$ cat config.mk
export PLATFORM = sky130hd
export DESIGN_NAME = midi_uart_register_block
export DESIGN_NICKNAME = d
export VERILOG_FILES = /design/src/rtl/core/muart_pkg.sv /design/src/rtl/core/muart_core.sv /design/src/rtl/core/muart_out_buf.sv /design/src/rtl/core/midi_uart_register_block.sv
export SDC_FILE = /design/constraint.sdc
export NUM_CORES = 1
export LEC_CHECK = 0
export BUFFER_PORTS_ARGS = -buffer_cell sky130_fd_sc_hd__buf_4
export CAP_MARGIN = 10
export CELL_PAD_IN_SITES_DETAIL_PLACEMENT = 1
export CELL_PAD_IN_SITES_GLOBAL_PLACEMENT = 2
export CORE_MARGIN = 2
export CORE_UTILIZATION = 38
export DETAILED_ROUTE_END_ITERATION = 10
export GPL_TIMING_DRIVEN = 0
export PLACE_DENSITY = 0.82
export SYNTH_ARGS = -nofsm -noshare
export SYNTH_HDL_FRONTEND = slang
export SYNTH_SLANG_ARGS = --single-unit
$ cat constraint.sdc
create_clock -name aclk -period 2.6 [get_ports aclk]
set_input_delay 0.26 -clock aclk [delete_from_list [all_inputs] [get_ports aclk]]
set_output_delay 0.26 -clock aclk [all_outputs]
set_load 0.01 [all_outputs]
$ cat src/rtl/core/muart_pkg.sv
// ----------------------------------------------------------------------------
// muart_pkg
// Shared codes, bit positions and the result word type of the MIDI UART block.
// ----------------------------------------------------------------------------
package muart_pkg;

    // command codes carried on s_tuser
    localparam logic [2:0] CMD_TICK      = 3'd0;
    localparam logic [2:0] CMD_LINE_BYTE = 3'd1;
    localparam logic [2:0] CMD_RD_STATUS = 3'd2;
    localparam logic [2:0] CMD_RD_DATA   = 3'd3;
    localparam logic [2:0] CMD_WR_CMD    = 3'd4;
    localparam logic [2:0] CMD_WR_DATA   = 3'd5;

    // command register bits
    localparam int CM_TXEN_BIT = 0;
    localparam int CM_TXIE_BIT = 1;
    localparam int CM_RXEN_BIT = 2;
    localparam int CM_RXIE_BIT = 3;
    localparam int CM_ER_BIT   = 4;
    localparam int CM_IR_BIT   = 7;

    localparam logic [7:0] CHAR_TICKS_RESET = 8'd10;

    localparam int CMD_W   = 3;
    localparam int BYTE_W  = 8;
    localparam int SDATA_W = 8;
    localparam int MDATA_W = 24;

    // one result word; read_value sits in the low bits
    typedef struct packed {
        logic              line_byte_dropped;
        logic              line_can_send;
        logic              irq;
        logic [BYTE_W-1:0] tx_byte;
        logic              tx_valid;
        logic [BYTE_W-1:0] read_value;
    } result_t;

    localparam int RESULT_W = $bits(result_t);

endpackage

$ cat src/rtl/core/muart_core.sv
// ----------------------------------------------------------------------------
// muart_core
// Register state of the UART and the single-pass update for one command word.
// ----------------------------------------------------------------------------
module muart_core (
    input  logic                     aclk,
    input  logic                     aresetn,
    input  logic                     cfg_wr_en,
    input  logic [7:0]               cfg_wr_data,
    input  logic                     item_acc,
    input  logic [2:0]               item_cmd,
    input  logic [7:0]               item_data,
    output muart_pkg::result_t       result
);
    import muart_pkg::*;

    logic [7:0] char_ticks_reg, char_ticks_next;
    logic       tx_rdy_reg, tx_rdy_next;
    logic       rx_rdy_reg, rx_rdy_next;
    logic       ovr_reg, ovr_next;
    logic       txen_reg, txen_next;
    logic       txie_reg, txie_next;
    logic       rxen_reg, rxen_next;
    logic       rxie_reg, rxie_next;
    logic [7:0] rx_buf_reg, rx_buf_next;
    logic [7:0] shift_reg, shift_next;
    logic [7:0] held_reg, held_next;
    logic       rx_ready_reg, rx_ready_next;
    logic [7:0] rx_cnt_reg, rx_cnt_next;
    logic [7:0] tx_cnt_reg, tx_cnt_next;
    logic       rx_irq_reg, rx_irq_next;
    logic       tx_irq_reg, tx_irq_next;

    logic [7:0] char_len;
    logic [7:0] status_byte;

    assign char_len    = (char_ticks_reg == 8'd0) ? 8'd1 : char_ticks_reg;
    // framing error bit 5 is never set
    assign status_byte = {3'b000, ovr_reg, 2'b00, rx_rdy_reg, tx_rdy_reg};

    always_comb begin
        char_ticks_next = cfg_wr_en ? cfg_wr_data : char_ticks_reg;
        tx_rdy_next   = tx_rdy_reg;
        rx_rdy_next   = rx_rdy_reg;
        ovr_next      = ovr_reg;
        txen_next     = txen_reg;
        txie_next     = txie_reg;
        rxen_next     = rxen_reg;
        rxie_next     = rxie_reg;
        rx_buf_next   = rx_buf_reg;
        shift_next    = shift_reg;
        held_next     = held_reg;
        rx_ready_next = rx_ready_reg;
        rx_cnt_next   = rx_cnt_reg;
        tx_cnt_next   = tx_cnt_reg;
        rx_irq_next   = rx_irq_reg;
        tx_irq_next   = tx_irq_reg;
        result        = '0;

        if (item_acc) begin
            unique case (item_cmd)
                CMD_TICK: begin
                    if (rx_cnt_reg != 8'd0) begin
                        rx_cnt_next = rx_cnt_reg - 8'd1;
                        if (rx_cnt_reg == 8'd1) begin
                            rx_ready_next = 1'b1;
                        end
                    end
                    if (tx_cnt_reg != 8'd0) begin
                        tx_cnt_next = tx_cnt_reg - 8'd1;
                        if (tx_cnt_reg == 8'd1) begin
                            result.tx_valid = 1'b1;
                            result.tx_byte  = shift_reg;
                            // held byte waiting: start it now
                            if (!tx_rdy_reg) begin
                                tx_rdy_next = 1'b1;
                                if (txie_reg) begin
                                    tx_irq_next = 1'b1;
                                end
                                shift_next  = held_reg;
                                tx_cnt_next = char_len;
                            end
                        end
                    end
                end
                CMD_LINE_BYTE: begin
                    if (!rxen_reg || !rx_ready_reg) begin
                        result.line_byte_dropped = 1'b1;
                    end else begin
                        if (rx_rdy_reg) begin
                            ovr_next = 1'b1;
                        end else begin
                            rx_buf_next = item_data;
                            rx_rdy_next = 1'b1;
                            if (rxie_reg) begin
                                rx_irq_next = 1'b1;
                            end
                        end
                        rx_ready_next = 1'b0;
                        rx_cnt_next   = char_len;
                    end
                end
                CMD_RD_STATUS: begin
                    result.read_value = status_byte;
                end
                CMD_RD_DATA: begin
                    rx_rdy_next       = 1'b0;
                    rx_irq_next       = 1'b0;
                    result.read_value = rx_buf_reg;
                end
                CMD_WR_CMD: begin
                    if (item_data[CM_IR_BIT]) begin
                        tx_rdy_next   = 1'b0;
                        rx_rdy_next   = 1'b0;
                        ovr_next      = 1'b0;
                        txen_next     = 1'b0;
                        txie_next     = 1'b0;
                        rxen_next     = 1'b0;
                        rxie_next     = 1'b0;
                        rx_buf_next   = 8'd0;
                        shift_next    = 8'd0;
                        held_next     = 8'd0;
                        rx_ready_next = 1'b0;
                        rx_cnt_next   = 8'd0;
                        tx_cnt_next   = 8'd0;
                        rx_irq_next   = 1'b0;
                        tx_irq_next   = 1'b0;
                    end else if (item_data[CM_ER_BIT]) begin
                        ovr_next = 1'b0;
                    end else begin
                        txen_next = item_data[CM_TXEN_BIT];
                        txie_next = item_data[CM_TXIE_BIT];
                        rxen_next = item_data[CM_RXEN_BIT];
                        rxie_next = item_data[CM_RXIE_BIT];
                        if (rxen_reg != item_data[CM_RXEN_BIT]) begin
                            if (item_data[CM_RXEN_BIT]) begin
                                rx_ready_next = 1'b1;
                            end else begin
                                rx_ready_next = 1'b0;
                                rx_cnt_next   = 8'd0;
                                rx_rdy_next   = 1'b0;
                            end
                        end
                        if (txen_reg != item_data[CM_TXEN_BIT]) begin
                            if (item_data[CM_TXEN_BIT]) begin
                                tx_rdy_next = 1'b1;
                            end else begin
                                tx_rdy_next = 1'b0;
                                tx_cnt_next = 8'd0;
                            end
                        end
                        rx_irq_next = item_data[CM_RXIE_BIT] && rx_rdy_next;
                        tx_irq_next = item_data[CM_TXIE_BIT] && tx_rdy_next;
                    end
                end
                CMD_WR_DATA: begin
                    if (txen_reg) begin
                        if (tx_cnt_reg != 8'd0) begin
                            held_next   = item_data;
                            tx_rdy_next = 1'b0;
                            tx_irq_next = 1'b0;
                        end else begin
                            shift_next  = item_data;
                            tx_cnt_next = char_len;
                        end
                    end
                end
                default: begin
                end
            endcase
        end

        result.irq           = rx_irq_next || tx_irq_next;
        result.line_can_send = rxen_next && rx_ready_next;
    end

    always_ff @(posedge aclk) begin
        if (!aresetn) begin
            char_ticks_reg <= CHAR_TICKS_RESET;
            tx_rdy_reg     <= 1'b0;
            rx_rdy_reg     <= 1'b0;
            ovr_reg        <= 1'b0;
            txen_reg       <= 1'b0;
            txie_reg       <= 1'b0;
            rxen_reg       <= 1'b0;
            rxie_reg       <= 1'b0;
            rx_buf_reg     <= 8'd0;
            shift_reg      <= 8'd0;
            held_reg       <= 8'd0;
            rx_ready_reg   <= 1'b0;
            rx_cnt_reg     <= 8'd0;
            tx_cnt_reg     <= 8'd0;
            rx_irq_reg     <= 1'b0;
            tx_irq_reg     <= 1'b0;
        end else begin
            char_ticks_reg <= char_ticks_next;
            tx_rdy_reg     <= tx_rdy_next;
            rx_rdy_reg     <= rx_rdy_next;
            ovr_reg        <= ovr_next;
            txen_reg       <= txen_next;
            txie_reg       <= txie_next;
            rxen_reg       <= rxen_next;
            rxie_reg       <= rxie_next;
            rx_buf_reg     <= rx_buf_next;
            shift_reg      <= shift_next;
            held_reg       <= held_next;
            rx_ready_reg   <= rx_ready_next;
            rx_cnt_reg     <= rx_cnt_next;
            tx_cnt_reg     <= tx_cnt_next;
            rx_irq_reg     <= rx_irq_next;
            tx_irq_reg     <= tx_irq_next;
        end
    end

`ifndef SYNTHESIS
    // receiver counts down only while busy
    a_rx_busy: assert property (@(posedge aclk) disable iff (!aresetn)
        (rx_cnt_reg != 8'd0) |-> !rx_ready_reg)
        else $error("receiver ready while character time running");
    // idle enabled transmitter always shows transmit ready
    a_tx_idle: assert property (@(posedge aclk) disable iff (!aresetn)
        (txen_reg && tx_cnt_reg == 8'd0) |-> tx_rdy_reg)
        else $error("idle transmitter without transmit ready");
    a_rx_irq: assert property (@(posedge aclk) disable iff (!aresetn)
        rx_irq_reg |-> rx_rdy_reg)
        else $error("receive irq without receive ready");
    a_tx_irq: assert property (@(posedge aclk) disable iff (!aresetn)
        tx_irq_reg |-> tx_rdy_reg)
        else $error("transmit irq without transmit ready");
`endif

endmodule

$ cat src/rtl/core/muart_out_buf.sv
// ----------------------------------------------------------------------------
// muart_out_buf
// Result register with a skid stage so a word is taken while one waits.
// ----------------------------------------------------------------------------
module muart_out_buf (
    input  logic                aclk,
    input  logic                aresetn,
    input  logic                in_valid,
    output logic                in_ready,
    input  muart_pkg::result_t  in_word,
    output logic                out_valid,
    input  logic                out_ready,
    output muart_pkg::result_t  out_word
);
    import muart_pkg::*;

    logic    main_valid_reg, main_valid_next;
    logic    skid_valid_reg, skid_valid_next;
    result_t main_reg, main_next;
    result_t skid_reg, skid_next;
    logic    in_acc;

    assign in_ready  = !skid_valid_reg;
    assign in_acc    = in_valid && in_ready;
    assign out_valid = main_valid_reg;
    assign out_word  = main_reg;

    always_comb begin
        main_valid_next = main_valid_reg;
        skid_valid_next = skid_valid_reg;
        main_next       = main_reg;
        skid_next       = skid_reg;
        if (!main_valid_reg || out_ready) begin
            main_valid_next = skid_valid_reg || in_acc;
            main_next       = skid_valid_reg ? skid_reg : in_word;
            skid_valid_next = 1'b0;
        end else if (in_acc) begin
            skid_valid_next = 1'b1;
            skid_next       = in_word;
        end
    end

    always_ff @(posedge aclk) begin
        if (!aresetn) begin
            main_valid_reg <= 1'b0;
            skid_valid_reg <= 1'b0;
        end else begin
            main_valid_reg <= main_valid_next;
            skid_valid_reg <= skid_valid_next;
        end
        main_reg <= main_next;
        skid_reg <= skid_next;
    end

endmodule

$ cat src/rtl/core/midi_uart_register_block.sv
// ----------------------------------------------------------------------------
// midi_uart_register_block
// MIDI UART seen through status, data and command registers, one word per cmd.
// ----------------------------------------------------------------------------
//
//  channel  | dir | handshake             | payload
//  ---------+-----+-----------------------+-----------------------------------
//  s_       | in  | s_tvalid / s_tready   | tuser: command, tdata: data_byte
//  m_       | out | m_tvalid / m_tready   | tdata: result word (see port)
//  cfg_     | in  | cfg_wr_en             | cfg_wr_data: char_ticks
//
//  One input word per cycle while s_tready is high; every word yields exactly
//  one result word, registered in the result register or, if that waits, the skid.
//  State updates happen in the accept cycle through one pass of flag logic.
//  A two-deep result buffer (register plus skid) keeps s_tready high while a
//  result waits; s_tready drops only when both entries are full.
//  aresetn is synchronous, active low; char_ticks returns to 10.
//
module midi_uart_register_block (
    input  logic        aclk,
    input  logic        aresetn,
    // configuration
    input  logic        cfg_wr_en,
    input  logic [7:0]  cfg_wr_data,     // char_ticks
    // command words
    input  logic        s_tvalid,
    output logic        s_tready,
    input  logic [7:0]  s_tdata,         // [7:0] data_byte
    input  logic [2:0]  s_tuser,         // [2:0] command
    // result words
    output logic        m_tvalid,
    input  logic        m_tready,
    output logic [23:0] m_tdata          // [7:0] read_value, [8] tx_valid,
                                         // [16:9] tx_byte, [17] irq,
                                         // [18] line_can_send,
                                         // [19] line_byte_dropped, rest zero
);
    import muart_pkg::*;

    logic    s_acc;
    result_t core_result;
    result_t out_word;

    // a word enters the core only in its accept cycle
    assign s_acc = s_tvalid && s_tready;

    muart_core u_core (
        .aclk        (aclk),
        .aresetn     (aresetn),
        .cfg_wr_en   (cfg_wr_en),
        .cfg_wr_data (cfg_wr_data),
        .item_acc    (s_acc),
        .item_cmd    (s_tuser),
        .item_data   (s_tdata),
        .result      (core_result)
    );

    muart_out_buf u_out_buf (
        .aclk      (aclk),
        .aresetn   (aresetn),
        .in_valid  (s_tvalid),
        .in_ready  (s_tready),
        .in_word   (core_result),
        .out_valid (m_tvalid),
        .out_ready (m_tready),
        .out_word  (out_word)
    );

    // pad result word up to whole bytes
    assign m_tdata = {{(MDATA_W-RESULT_W){1'b0}}, out_word};

endmodule
Word level (Yosys, flattened, before mapping)
Cells that the tools add are included.
- word-level logic and storage cells: 197
- memories kept: 0
- input bits: 24
- output and inout port bits: 26
- memory bits (read-only): 0
- bits in latches: 0
- register bits after elaboration: 100
- RAM bits: 0
- $add $sub $neg: 2
- shift-type cells: 0
- div/mod/pow operators: 0
- bitwise gates (word level): 2
- reductions and logical operators: 32
- multiplexer cells: 104
- $lt $le $gt $ge: 0
- $mul: 0
- equality and inequality tests: 27
- operator list (operator ; count):
    $mux 8 ; 26
    $pmux 8 s3 ; 3
    $mux 1 ; 61
    $pmux 8 s2 ; 3
    $mux 9 ; 3
    $mux 20 ; 1
    $mux 17 ; 1
    $eq 8x1->1 const B ; 2
    $reduce_and 8->1 ; 2
    $reduce_bool 8->1 ; 2
    $sub 8x1->8 const B ; 2
    $pmux 1 s3 ; 5
    $reduce_and 5->1 ; 3
    $ne 2x1->1 const B ; 7
    $reduce_and 7->1 ; 2
    $ne 3x3->1 const B ; 4
    $ne 2x2->1 const B ; 5
    $reduce_bool 3->1 ; 3
    $logic_not 8->1 ; 1
    $eq 3x2->1 const B ; 2
    $eq 3x3->1 const B ; 2
    $ne 3x2->1 const B ; 2
    $logic_and 1x1->1 ; 4
    $logic_not 1->1 ; 4
    other kinds (11) ; 17

Longest topological paths before layout
- depth after elaboration: 13
- gate-level depth with buffers: 8
- mapped depth without buffers: 7

Hierarchy
Synthesis repeated with hierarchy kept, for this count alone.
- cells, all modules: 496
- area, all modules: 5042.3 µm²
- by module, submodules not included (module ; cells an instance ; seq. area each (µm²) ; instances ; area each (µm²)):
    muart_core ; 420 ; 1161.1 ; 1 ; 3469.6
    muart_out_buf ; 70 ; 1241.2 ; 1 ; 1532.7
    midi_uart_register_block ; 6 ; 0.0 ; 1 ; 40.0

Least setup slack after synthesis
Ideal clock, no wire load.
- path type: register -> register
- from: register u_out_buf.main_valid_reg, in the netlist u_out_buf.out_valid
- to: register u_out_buf.skid_reg[0] (netlist name) (enable)
- setup slack: 374 ps
- stages on the path, launching flop included: 3
- arrival: 1829 ps
- clock period less this slack: 2226 ps
- data required time: 2203 ps
- setup time: 397 ps
- path buffers: 0
- cells stage by stage: dfxtp_1 > nand2b_1 > nor2_1
- longest elaborated chain between the ends: 4
- RTL lines (item ; line ; RTL):
    start, declared ; muart_out_buf.sv:17 ; logic main_valid_reg, main_valid_next;
    start signal, assigned ; muart_out_buf.sv:48 ; main_valid_reg <= main_valid_next;
    $logic_not 1->1 ; muart_out_buf.sv:33 ; if (!main_valid_reg || out_ready) begin
    $logic_or 1x1->1 ; muart_out_buf.sv:33 ;
    $not 1->1 (no line) ; n/a ;
    $reduce_and 2->1 (no line) ; n/a ;
    end signal, assigned ; muart_out_buf.sv:52 ; skid_reg <= skid_next;
    end, declared ; muart_out_buf.sv:20 ; result_t skid_reg, skid_next;
Every way passes these cells.
A chain may end at the register's enable or synchronous reset.

Final worst setup path
- from: register u_out_buf.skid_valid_reg
- to: register u_core.tx_cnt_reg[1]
- longest elaborated chain between the ends: 3
- RTL lines (item ; line ; RTL):
    start, declared ; muart_out_buf.sv:18 ; logic skid_valid_reg, skid_valid_next;
    start signal, assigned ; muart_out_buf.sv:49 ; skid_valid_reg <= skid_valid_next;
    $logic_not 1->1 ; muart_out_buf.sv:23 ; assign in_ready = !skid_valid_reg;
    $logic_and 1x1->1 ; midi_uart_register_block.sv:45 ; assign s_acc = s_tvalid && s_tready;
    $reduce_and 8->1 (no line) ; n/a ;
    end signal, assigned ; muart_core.sv:209 ; tx_cnt_reg <= tx_cnt_next;
    end, declared ; muart_core.sv:30 ; logic [7:0] tx_cnt_reg, tx_cnt_next;
Every way passes these cells.

==> metrics.md <==
| Metric | Value |
|---|---|
| VDD IR max | `0.0002746 V` |
| Max_cap viols | `0` |
| Final core utilization | `0.4606` |
| CP Cell Sequence | `buf_2 -> nor3b_2 -> nand2_1 -> a211oi_2 -> and2_1 -> buf_6 -> a211oi_1` |
| Post-Synthesis Cells | `approximately 500` |
| Pwr/cell area | `between 600 and 700 nW/um2` |
| # port buffers | `43` |
| Setup tns final | `0 ps` |
| Via count | `4,041` |
| Syn avg cell area | `10.04 um2` |
| Vias in the first global route | `4,205` |
| Vias per cell | `5.505` |
| Post-CTS Setup Bufs | `0` |
| Clk slew on worst S/H paths | `~70 ps` |
| Yosys Warn Count | `0` |
| Final worst-path cycle share | `0.8430` |
| Startpoint types | `flip-flop` |
| Synthesized area | `5010 um2` |
| Crit path time final | `between 2000 and 2500 ps` |
| Most used DFF post-synth | `dfxtp_1` |
| Slowest cell on crit path | `a211oi_2` |
| FMAX | `456.3 MHz` |
| Nets@finish | `587` |
| Met2 WL post-DR | `slightly below 7 mm` |
| Initial Util | `0.3938` |
| Diodes inserted | `0` |
| Ports | `50` |
| Min-delay worst type | `input pin to flip-flop` |
| Met3 wire length | `348 um` |
| TritonRoute pass-1 iters | `4` |
| Routed Antenna Nets | `0` |
| Worst endpoint required time | `roughly 2800 ps` |
| Clock tree buffer depth | `2` |
| Initial antenna violation count | `0` |
| Data arrival, critical path | `2410 ps` |
| CP bufs+invs | `2` |
| Area leader, netlist | `dfxtp_1` |
| Die Area | `14,120 um2` |
| CTS hold repair buffers | `0` |
| Worst Slack Setup Final | `408.3 ps` |
| All-Layer GR Usage | `0.2067` |
| Pin count of the biggest net entering global routing | `24` |
| Skew-Pair Late Insertion Delay | `350 ps` |
| Final Routed Wirelength | `13.81 mm` |
| Status | `finished, final reports clean` |
| Worst Skew | `~7 ps` |
| Wire length on met1 | `between 6 and 7 mm` |
| CTS tree | `built` |
| Post-cts gate resize count | `0` |
| Final Hold Fails | `0` |
| Crit end category | `flip-flop` |
| Sequential share of the synthesized area | `0.4795` |
| Post-Layout Cell Count | `about 730` |
| Fillers | `1,527` |
| Placer congestion estimate | `0.8269` |
| HPWL after DPL | `10.19 mm` |
| P_leak | `0.002399 uW` |
| RSZ-0062 raised after global routing | `no` |
| Layout cell share with drive strength beyond 1 | `0.1886` |
| Critical Path Fanout Max | `9` |
| Floorplan Core Area | `12,720 um2` |
| Max Used Layer | `met4` |
| Crit path largest cell delay | `610 ps` |
| Synth area leaders | `dfxtp_1 24%, edfxtp_1 24%, a21oi_1 4.1%, mux2i_1 4.0%, nor2_1 3.6%` |
| # setup viols final | `0` |
| Critical path's top delay family | `simple AND/OR/NAND/NOR gates` |
| DRC Markers | `0` |
| Setup Crit Path Kind | `flip-flop to flip-flop` |
| Clock Tree Root | `clkbuf_16` |
| First-pass GRT wire length | `roughly 23 mm` |
| Drt wl/cell | `18.82 um` |
| Fin. max-slew vios | `0` |
| DIE HEIGHT | `118.8 um` |
| Number of synthesized flops with an enable pin | `40` |
| Initial DRC count | `220` |
| Distinct cells, synth | `79` |
| Setup Slack @ Placement | `403.3 ps` |
| Asr flop ratio synth | `0` |
| Die width | `roughly 120 um` |
| Post-synth top area share | `0.2398` |
| Syn-to-layout area delta | `16.96%` |
| Placed insts | `718` |
| TritonCTS Buffers | `9` |
| Number of clock sinks | `100` |
| Total gr overflow | `0` |
| Worst-Margin Slew | `1096 ps` |
| H-tree levels | `3` |
| Num rows | `41` |
| #FFs+latches synth | `100` |
| Slew HR | `0.2693` |
-- cells in the mapped netlist, drive strengths merged (4+ instances only) --
master,number
o31ai,5
edfxtp,40
buf,19
a22oi,8
a211oi,12
mux2i,21
nand4,5
clkbuf,10
or3,7
and2,18
nor3,12
dfxtp,60
nand2b,6
a32o,4
a311oi,4
nand2,42
nor2b,4
nor4,4
o21ai,7
a221oi,5
a2111oi,5
a21oi,41
nor2,49
nor3b,4
a21o,18
nand3,13
inv,17
a31oi,4
ha,6
-- worst min-delay path, cell delays in order --
cell and delay, ps:
buf_4 80, mux2i_1 50, nand2_1 60
-- metal layers --
layer / up-vias / global-route usage
met1: 2003 / 0.2712
met3: 16 / 0.03017
met5: - / 0
met2: 55 / 0.3455
li1: 1967 / -
met4: 0 / 0.07664
-- cell families (layout without fill, tap and decap cells) --
group | count (synthesis) | in the layout | synth area share
other cells | 1 | 4 | 0.0007485
xor+xnor | 5 | 5 | 0.008743
simple gates | 180 | 180 | 0.2030
buf+inv | 48 | 108 | 0.05219
flops | 100 | 100 | 0.4795
compound gates | 138 | 138 | 0.1963
mux | 21 | 21 | 0.04445
fa+ha+maj | 6 | 6 | 0.01498
-- final timing paths --
| path | start | to | slack (ps) | cells past startpoint |
|---|---|---|---|---|
| worst min register to register | u_core.rx_buf_reg[6]$_SDFFE_PN0P_ | u_core.rx_buf_reg[6]$_SDFFE_PN0P_ | 450 | 2 |
| worst max register to register | u_out_buf.skid_valid_reg$_SDFFE_PP0P_ | u_core.tx_cnt_reg[1]$_SDFFE_PN0P_ | 410 | 7 |
| worst max-delay path | u_out_buf.skid_valid_reg$_SDFFE_PP0P_ | u_core.tx_cnt_reg[1]$_SDFFE_PN0P_ | 410 | 7 |
| worst min-delay path | cfg_wr_data[3] | u_core.char_ticks_reg[3]$_SDFFE_PN1P_ | 120 | 3 |
-- cells in the final DEF (no fill, tap or decap), types with 4 or more instances in the layout --
cell type  instances
dfxtp_1           60
a221oi_1           5
edfxtp_1          40
clkbuf_1           9
a21o_1            18
nor3_1             9
a22oi_1            8
nor2_1            47
a2111oi_0          5
buf_4             53
or3_1              5
ha_1               6
a31oi_1            4
o31ai_1            4
a21oi_1           41
conb_1             4
nand3_1           11
mux2i_1           20
clkbuf_16          9
inv_1             17
and2_1            18
nand2b_1           6
nor2b_1            4
nand2_1           40
o21ai_0            6
nand4_1            5
a32o_1             4
a211oi_1          11
-- per-stage QoR --
step	power (uW)	hold slack (ps)	instance area (um2)
after floorplan	2158	388.9	5021
final	3617	123.8	5859
after CTS	3660	115.0	5859
after global routing	3779	131.4	5859
after detailed placement	2351	442.1	5577
after global placement	2330	437.7	5559
-- power by group --
| part | leakage [uW] | switching (uW) | internal [uW] | total (uW) |
|---|---|---|---|---|
| clock network | 0.000134 | 640 | 663 | 1300 |
| logic | 0.00138 | 323 | 238 | 562 |
| registers | 0.000879 | 56.4 | 1700 | 1750 |
| total | 0.00240 | 1020 | 2600 | 3620 |
-- layout make-up --
type                       count  area (um2)  share of cell area
buffer                        30       193.9             0.03310
clock buffer                   9       225.2             0.03844
clock inverter                 7       57.56            0.009823
inverter                      18       67.56             0.01153
multi-input combinational    354        2360              0.4027
sequential                   100        2402              0.4100
tap                          172       215.2             0.03673
timing repair buffer          44       337.8             0.05766
Note: power is estimated with default switching activity, not from simulation.
